===== src/sv/rsr_pkg.sv =====
// Package for the polyphase resampler: request and result payload types,
// request kinds and configuration register indexes. No dependencies.
package rsr_pkg;

  typedef struct packed {
    logic [2:0]         kind;
    logic [14:0]        coef_index;
    logic signed [15:0] coef_value;
    logic [15:0]        sample_address;
    logic signed [15:0] sample_left;
    logic signed [15:0] sample_right;
    logic [23:0]        new_position;
  } rsr_in_t;

  typedef struct packed {
    logic signed [15:0] out_left;
    logic signed [15:0] out_right;
    logic [23:0]        position;
  } rsr_out_t;

  localparam logic [2:0] KIND_COEF   = 3'd0;
  localparam logic [2:0] KIND_SAMPLE = 3'd1;
  localparam logic [2:0] KIND_TICK   = 3'd2;
  localparam logic [2:0] KIND_SEEK   = 3'd3;
  localparam logic [2:0] KIND_PLAY   = 3'd4;
  localparam logic [2:0] KIND_STOP   = 3'd5;

  localparam logic [2:0] REG_SOURCE_RATE = 3'd0;
  localparam logic [2:0] REG_OUTPUT_RATE = 3'd1;
  localparam logic [2:0] REG_GAIN        = 3'd2;
  localparam logic [2:0] REG_SOURCE_CH   = 3'd3;
  localparam logic [2:0] REG_OUTPUT_CH   = 3'd4;

  localparam int RATE_WIDTH = 18;
  localparam int GAIN_WIDTH = 17;
  localparam logic [16:0] UNITY_GAIN = 17'd32768;
  localparam int OUT_SHIFT = 29;

endpackage


===== src/sv/rsr_mac.sv =====
// Shared signed multiplier with registered product, used for every tap and
// for the gain step. Depends on rsr_pkg.
module rsr_mac import rsr_pkg::*; #(
  parameter int AW = 35
) (
  input  logic                         clk,
  input  logic signed [AW-1:0]         a,
  input  logic signed [GAIN_WIDTH-1:0] b,
  output logic signed [AW+GAIN_WIDTH-1:0] p
);
  always_ff @(posedge clk) begin
    p <= a * b;
  end
endmodule


===== config.mk =====
export PLATFORM = sky130hd
export DESIGN_NAME = rsr_mac
export DESIGN_NICKNAME = d
export VERILOG_FILES = /design/src/sv/rsr_pkg.sv /design/src/sv/rsr_mac.sv
export SDC_FILE = /design/constraint.sdc
export NUM_CORES = 2
export LEC_CHECK = 0
export BUFFER_PORTS_ARGS = -buffer_cell sky130_fd_sc_hd__buf_2
export CORE_UTILIZATION = 60
export CTS_BUF_LIST = sky130_fd_sc_hd__clkbuf_8
export DETAILED_ROUTE_END_ITERATION = 8
export PLACE_DENSITY = 0.86
export SYNTH_ARGS = -nofsm -noshare
export SYNTH_HDL_FRONTEND = slang
export SYNTH_SLANG_ARGS = --single-unit

===== constraint.sdc =====
create_clock -name clk -period 9.4 [get_ports clk]
set_input_delay 0.47 -clock clk [delete_from_list [all_inputs] [get_ports clk]]
set_output_delay 0.47 -clock clk [all_outputs]
set_load 0.01 [all_outputs]

==> metrics.md <==
| Metric | Value |
|---|---|
| Core area | ~35000 um2 |
| Multi-input logic area | roughly 18000 um2 |
| Antenna violations before repair | 1 |
| Starting density of the core | 0.615 |
| Synthesized flop and latch total | 52 |
| Fin cells | about 2800 |
| # rows | 68 |
| CTS-repair resized insts | 0 |
| TritonCTS Buffers | 5 |
| Reg clk slew, reported paths | ~0.12 ns |
| Avg Cell Area, Syn | around 9.1 um2 |
| Design area | 22200 um2 |
| Largest stage delay, worst path | approximately 0.85 ns |
| ANT nets after route | 0 |
| Global-route wire length before repair | 89000 um |
| Cell Area, Placed | between 20000 and 25000 um2 |
| Share of cells above drive strength 1 | 0.0549 |
| Number of global-route vias before repair | roughly 18000 |
| DRC viols | 0 |
| Hold crit path type | in -> reg |
| Distinct cells, synth | 56 |
| Clk sinks | 52 |
| HPWL after DPL | around 42000 um |
| Predominant post-synthesis flop cell | dfxtp_1 |
| Final wirelength | around 52000 um |
| Crit path required time | about 10 ns |
| Post-synth EDFFs | 0 |
| Post-synthesis mux area share | 0.000935 |
| Ports | 105 |
| Die Width | roughly 190 um |
| Total gr overflow | 0 |
| Largest Register | p |
| Die area | between 30000 and 40000 um2 |
| Asr flop ratio synth | 0 |
| DRT Pass-1 Iters | 6 |
| Post-synthesis xor/xnor area fraction | 0.0221 |
| Worst hold slack | 0.522 ns |
| RSZ-0062 raised after global routing | no |
| Post-Synth Adder-Cell Area | 0.600 |
| Synth area leaders | fa_1 (53%), inv_1 (10%), and2_1 (7.6%) |
| Synth Area in Compound Gates | 0.0479 |
| Largest family of logic cells by synthesized area | adder cells |
| H-tree Lvls | 2 |
| CP Launch Type | input port |
| Synth area leader | fa_1 |
| N_diodes | 0 |
| CTS tree | built |
| DP Cell Count | between 2000 and 3000 |
| Initial DRC count | approximately 940 |
| Layout fillers | 2713 |
| Die H | approximately 190 um |
| Slowest-stage cell, CP | inv_1 |
| Root Buffer | clkbuf_8 |
| Final Slew Violations | 0 |
| Final setup viols | 0 |
| Post-CTS Setup Repair Bufs | 0 |
| Net count, final | approximately 3100 |
| Vias | between 15000 and 20000 |
| Number of max-cap violations | 0 |
| Mapped Nets | between 3000 and 4000 |
| Setup_tns | 0 ns |
| Number of hold violations in the final report | 0 |
| Max FFs per register | 52 |
| Fin crit period | just over 7 ns |
| # port buffers | between 100 and 150 |
| Slew HR | 0.224 |
| Setup Crit Path Kind | in -> reg |
| Synth Cell Area | between 20000 and 25000 um2 |
| Post-Synth Simple-Gate Area | 0.156 |
| P&R area growth vs syn | 3.59% |
| CP most frequent cell | fa_1 |
| CP Data Arrival Time | around 7.5 ns |
| Max Buffers Root-to-Sink | 2 |
| Gate count after technology mapping | approximately 2300 |
| Yosys top cell area share | 0.529 |
| Largest net degree at the start of global routing | 36 |
| Seq. cell area | about 1000 um2 |
| Run status | complete, no violations |
| Seq/Total Area, Yosys | 0.0486 |
| Wirelength per Cell | 18.6 um |
| Max FO, Critical Path | 29 |
| Critical path capture point type | flop |
| Via/cell ratio | between 5 and 6 |
| Worst-Margin Slew | 1.16 ns |
| Largest registers | p (52) |
| Tcrit/Tclk final | 0.761 |
| FMAX | 0.140 GHz |
| Tot GR Track Use | 0.317 |
| Final GP Congestion | between 0.9 and 1 |
| Cells along the critical path | buf_2, inv_1, nor2_1, fa_1, fa_1, fa_1, fa_1, fa_1, inv_1, fa_1, inv_1, ha_1, a21oi_1, o21ai_1, a2111oi_0, a211o_1, a21oi_1, nor4b_2, nor4_1, a211oi_1, xnor2_1 |
| Cts hold-fix bufs | 0 |
| Synth warn | 0 |
-- per-stage QoR --
step                setup WS, ns  utilization
floorplan                   3.12            -
global placement            1.91        0.635
detailed placement          1.79        0.635
CTS                         2.22        0.638
global route                1.95        0.638
finish                      2.24        0.638
-- layer usage --
| layer | part of all wire | track usage | vias to the layer above |
|---|---|---|---|
| met3 | 0.086 | 0.0696 | 180 |
| met4 | 0.051 | 0.157 | 2 |
| li1 | - | - | 6732 |
| met1 | 0.36 | 0.380 | 7920 |
| met2 | 0.50 | 0.541 | 749 |
| met5 | 0.00021 | 0 | - |
-- cell usage in the layout (no fill, tap or decap), types with 2 or more instances in the layout --
cell type,synthesis,final
a211o_1,2,2
a21oi_2,2,2
fa_1,566,566
a221oi_1,2,2
nand3_1,3,3
nor2b_1,2,2
mux2i_1,2,2
a311oi_2,2,2
o21a_1,4,4
nor2_1,54,54
o21ai_1,10,10
o21ai_0,23,23
o211ai_1,5,5
nand2_1,334,334
nand4_1,8,8
nand2b_1,11,11
clkbuf_8,0,5
and3_1,3,3
dfxtp_1,52,52
buf_2,6,104
xnor2_1,40,40
o21bai_1,8,8
xor2_1,14,14
inv_1,598,599
a211oi_2,2,2
ha_1,121,121
and2_1,259,259
a31oi_1,5,5
o2111ai_1,2,2
nor3_1,9,9
a21oi_1,51,51
a21o_1,15,15
a221o_1,2,2
a211oi_1,4,4
-- critical path: cells and delay by family --
family / cells / cell delay [ns]
fa+ha+maj: 7 / 3.25
compound gates: 6 / 1.94
buf+inv: 4 / 1.10
simple gates: 3 / 0.55
xor+xnor: 1 / 0.15
-- layout make-up --
class                   instances  area share
clock inverters                 3    0.000902
well taps                     455      0.0257
inverters                     598       0.101
clock buffers                   5     0.00310
repair buffers                105      0.0238
flip-flops and latches         52      0.0469
multi-input cells            1586       0.798
-- path summary, 6_finish.rpt --
| kind | start | endpoint | slack, ns | cells after the start |
|---|---|---|---|---|
| hold / removal | a[0] | p[0] | 0.52 | 2 |
| setup / recovery | b[16] | p[37] | 2.24 | 21 |
-- cells in the mapped netlist, types with 14 or more instances --
master,number
nand2_1,334
fa_1,566
nor2_1,54
inv_1,598
xor2_1,14
ha_1,121
xnor2_1,40
dfxtp_1,52
and2_1,259
a21oi_1,51
clkbuf_1,102
o21ai_0,23
a21o_1,15
-- logic make-up (layout without fill, tap and decap cells) --
kind of cell | count (synthesis) | in the layout
flip-flops | 52 | 52
buffers and inverters | 707 | 711
adder cells (fa/ha/maj) | 687 | 687
XOR/XNOR | 54 | 54
AND/OR/NAND/NOR | 691 | 691
AO/OA/AOI/OAI | 152 | 152
multiplexers | 2 | 2
Power is left out: the tool's default activity adds up to more than one toggle a clock period on the data nets, which glitch-free logic cannot reach.
