File: config.mk
export PLATFORM = sky130hd
export DESIGN_NAME = rsr_div
export DESIGN_NICKNAME = d
export VERILOG_FILES = /design/src/sv/rsr_pkg.sv /design/src/sv/rsr_div.sv
export SDC_FILE = /design/constraint.sdc
export NUM_CORES = 1
export LEC_CHECK = 0
export BUFFER_PORTS_ARGS = -buffer_cell sky130_fd_sc_hd__buf_2
export CELL_PAD_IN_SITES_DETAIL_PLACEMENT = 1
export CELL_PAD_IN_SITES_GLOBAL_PLACEMENT = 1
export CORE_AREA = 2 2 103 105
export DETAILED_ROUTE_END_ITERATION = 6
export DIE_AREA = 0 0 105 107
export PLACE_DENSITY_LB_ADDON = 0.3
export SLEW_MARGIN = 20
export SYNTH_ARGS = -nofsm -noshare
export SYNTH_HDL_FRONTEND = slang
export SYNTH_SLANG_ARGS = --single-unit
File: constraint.sdc
create_clock -name clk -period 3.1 [get_ports clk]
set_input_delay 0.465 -clock clk [delete_from_list [all_inputs] [get_ports clk]]
set_output_delay 0.465 -clock clk [all_outputs]
set_load 0.03 [all_outputs]
File: src/sv/rsr_pkg.sv
// Package for the polyphase resampler: request and result payload types,
// request kinds and configuration register indexes. No dependencies.
package rsr_pkg;

  typedef struct packed {
    logic [2:0]         kind;
    logic [14:0]        coef_index;
    logic signed [15:0] coef_value;
    logic [15:0]        sample_address;
    logic signed [15:0] sample_left;
    logic signed [15:0] sample_right;
    logic [23:0]        new_position;
  } rsr_in_t;

  typedef struct packed {
    logic signed [15:0] out_left;
    logic signed [15:0] out_right;
    logic [23:0]        position;
  } rsr_out_t;

  localparam logic [2:0] KIND_COEF   = 3'd0;
  localparam logic [2:0] KIND_SAMPLE = 3'd1;
  localparam logic [2:0] KIND_TICK   = 3'd2;
  localparam logic [2:0] KIND_SEEK   = 3'd3;
  localparam logic [2:0] KIND_PLAY   = 3'd4;
  localparam logic [2:0] KIND_STOP   = 3'd5;

  localparam logic [2:0] REG_SOURCE_RATE = 3'd0;
  localparam logic [2:0] REG_OUTPUT_RATE = 3'd1;
  localparam logic [2:0] REG_GAIN        = 3'd2;
  localparam logic [2:0] REG_SOURCE_CH   = 3'd3;
  localparam logic [2:0] REG_OUTPUT_CH   = 3'd4;

  localparam int RATE_WIDTH = 18;
  localparam int GAIN_WIDTH = 17;
  localparam logic [16:0] UNITY_GAIN = 17'd32768;
  localparam int OUT_SHIFT = 29;

endpackage

File: src/sv/rsr_div.sv
// Restoring divider, one quotient bit per cycle, shared by the phase lookup
// and the position advance. Depends on rsr_pkg.
module rsr_div import rsr_pkg::*; #(
  parameter int DW = 31
) (
  input  logic                  clk,
  input  logic                  rst,
  input  logic                  start,
  input  logic [DW-1:0]         dividend,
  input  logic [RATE_WIDTH-1:0] divisor,
  output logic                  done,
  output logic [DW-1:0]         quot,
  output logic [RATE_WIDTH-1:0] rem
);
  localparam int CNTW = $clog2(DW + 1);

  logic [CNTW-1:0]       cnt;
  logic                  busy;
  logic [RATE_WIDTH-1:0] dvs;
  logic [RATE_WIDTH:0]   trial;
  logic                  fits;

  assign trial = {rem, quot[DW-1]};
  assign fits  = trial >= {1'b0, dvs};

  always_ff @(posedge clk) begin
    if (rst) begin
      busy <= 1'b0;
      done <= 1'b0;
      cnt  <= '0;
    end else begin
      done <= 1'b0;
      if (start) begin
        busy <= 1'b1;
        cnt  <= CNTW'(DW);
      end else if (busy) begin
        cnt <= cnt - 1'b1;
        if (cnt == CNTW'(1)) begin
          busy <= 1'b0;
          done <= 1'b1;
        end
      end
    end
  end

  always_ff @(posedge clk) begin
    if (start) begin
      quot <= dividend;
      rem  <= '0;
      dvs  <= divisor;
    end else if (busy) begin
      quot <= {quot[DW-2:0], fits};
      rem  <= fits ? RATE_WIDTH'(trial - {1'b0, dvs}) : trial[RATE_WIDTH-1:0];
    end
  end
endmodule

==> metrics.md <==
| Metric | Value |
|---|---|
| Result of the run | `finished clean` |
| Fmax | `388 MHz` |
| Post-CTS sizing | `0` |
| DRT iter0 DRCs | `152` |
| Global-route wire length before repair | `18200 um` |
| WL final | `11000 um` |
| Die area | `11200 sq um` |
| Max_cap viols | `0` |
| Layout cell share with drive strength beyond 1 | `33.9%` |
| Worst-Skew Late Latency | `0.36 ns` |
| Final min period | `2.58 ns` |
| Crit path required time | `3.35 ns` |
| Pre-Repair DR Iteration Count | `4` |
| Async SR Flop Fraction | `0%` |
| CP arrival | `2.83 ns` |
| Post-layout nets | `555` |
| Worst-Margin Slew | `0.699 ns` |
| Most common cell in the netlist | `edfxtp_1` |
| Total track usage | `20.7%` |
| Die Wd | `105 um` |
| Mapped Area | `4090 sq um` |
| Post-synthesis cell type count | `58` |
| Ant. Diodes | `0` |
| Final Hold Fails | `0` |
| Worst setup EP type | `register` |
| H-tree depth | `3` |
| Clock sinks | `74` |
| Initial antenna violation count | `0` |
| PwrDens | `490 nW/um^2` |
| Hold buffer count at CTS | `0` |
| Grt ovf | `0` |
| Final worst-path cycle share | `83.2%` |
| DPL Wire Length | `8120 um` |
| CTS buffer count | `9` |
| Primary FF master, synth | `edfxtp_1` |
| Post-Syn Area per Cell | `10.7 sq um` |
| Max-slew violations | `0` |
| Post-CTS Setup Inserts | `0` |
| Crit path kind | `register to register` |
| Starting Density | `40.5%` |
| Die H | `107 um` |
| Pre-CTS setup slack | `0.546 ns` |
| YS warnings | `0` |
| Worst Setup Start Kind | `register` |
| Setup TNS | `0 ns` |
| Io pins | `102` |
| P_leak | `2.09 nW` |
| Setup repair after global routing missed its margin | `false` |
| IO Port Bufs | `101` |
| Post-synth top cells | `49 x edfxtp_1, 33 x nand2_1, 31 x mux2_2, 29 x nor2_1, 25 x dfxtp_1` |
| DRC viols | `0` |
| Worst VDD drop | `271 uV` |
| Mapped Nets | `455` |
| Root cell of the clock tree | `clkbuf_8` |
| Layout area overhead | `20.3%` |
| Row count | `37` |
| Clock transition at the registers of the reported paths | `0.09 ns` |
| Top cells by area, synth | `edfxtp_1 36%, dfxtp_1 12%, mux2_2 8.5%` |
| Register area share after synthesis | `48.2%` |
| Post-synth EDFFs | `49` |
| Post-synthesis register bit count | `74` |
| CTS tree | `yes` |
| Syn Inst Count | `382` |
| Max FO, Critical Path | `5` |
| Antenna viol nets, final | `0` |
| Pin count of the biggest net entering global routing | `34` |
| Hold Path Class | `primary input to register` |
| DR vias/cell | `5.39` |
| Placer Congestion | `0.825` |
| Synth top area share | `36.0%` |
| Slew headroom | `53.3%` |
| Cell taking the most area after synthesis | `edfxtp_1` |
| Avg WL per Cell | `17.6 um` |
| Vias in the first global route | `3600` |
| CTS max path bufs | `2` |
| Setup Skew | `0.0109 ns` |
| Post-layout worst setup margin | `0.520 ns` |
| Core region area | `10100 sq um` |
| Final setup vio count | `0` |
| Via count | `3361` |
## cell type report
cell class                 count  area (sq um)
inverter                      22          82.6
tap                          136           170
sequential                    74          1970
fill                        1172          5170
timing repair buffer         110           573
clock inverter                 6          67.6
multi-input combinational    265          1930
clock buffer                  10           128
## cell families (layout without fill, tap and decap cells)
family / Yosys count / after routing / synth area share [%]
AND/OR/NAND/NOR: 111 / 111 / 12.9
flip-flops: 74 / 74 / 48.2
AO/OA/AOI/OAI: 84 / 84 / 15.1
multiplexers: 32 / 32 / 8.78
XOR/XNOR: 17 / 17 / 3.64
buffers and inverters: 43 / 148 / 4.65
adder cells (fa/ha/maj): 21 / 21 / 6.61
## per-layer routing
layer	track usage, %	share of wire (%)	vias to the layer above
met5	0	0	-
met4	7.52	1.6	0
met3	5.65	6.2	14
met2	34.1	47	107
met1	26.1	45	1620
li1	-	-	1620
## final timing paths
path	start	end	slack (ns)	depth (start not counted)
worst min-delay path	divisor[14]	dvs[14]	0.28	1
worst min register to register	rem[4]	rem[4]	0.50	2
worst max-delay path	quot[30]	rem[14]	0.52	10
worst max register to register	quot[30]	rem[14]	0.52	10
## sequential cells by signal (all words and copies together), names as in the netlist
name	cells
busy	1
cnt	5
done	1
dvs	18
quot	31
rem	18
## where the power goes
| group | switching, mW | internal (mW) | total (mW) |
|---|---|---|---|
| sequential | 0.0397 | 1.14 | 1.18 |
| clock | 0.402 | 0.375 | 0.777 |
| combinational | 0.287 | 0.169 | 0.456 |
| total | 0.729 | 1.68 | 2.41 |
## cell usage in the layout, fill, tap and decap left out, drive strengths merged, types with 4 or more instances in the layout
| cell | instances |
|---|---|
| nand4 | 13 |
| nand2 | 34 |
| a41oi | 4 |
| xnor2 | 12 |
| mux2 | 31 |
| o31ai | 4 |
| nor2 | 29 |
| nand2b | 4 |
| clkbuf | 10 |
| o21ai | 13 |
| ha | 20 |
| a21o | 4 |
| o211ai | 11 |
| edfxtp | 49 |
| a211oi | 5 |
| xor2 | 5 |
| inv | 23 |
| nand3 | 9 |
| nor3 | 8 |
| a21oi | 19 |
| and2 | 4 |
| dfxtp | 25 |
| buf | 110 |
## worst max-delay path, stage by stage, from the launching register on
cell       delay [ns]
edfxtp_1         0.42
inv_1            0.08
ha_1             0.17
inv_1            0.06
fa_1             0.41
a211oi_1         0.26
o21ai_1          0.18
a221o_1          0.36
o41a_1           0.32
o2111ai_1        0.10
nand3_1          0.10
## per-stage QoR
stage	util (%)	power [mW]	instances	instance area [sq um]	hold WS, ns
5_1_grt	48.7	2.53	623	4920	0.261
4_1_cts	48.7	2.44	623	4920	0.264
6_report	48.7	2.41	623	4920	0.278
3_3_place_gp	46.8	1.64	607	4720	0.486
2_1_floorplan	-	1.51	382	4090	0.518
3_5_place_dp	46.8	1.66	607	4720	0.485
Power figures use the tool's default switching activity.
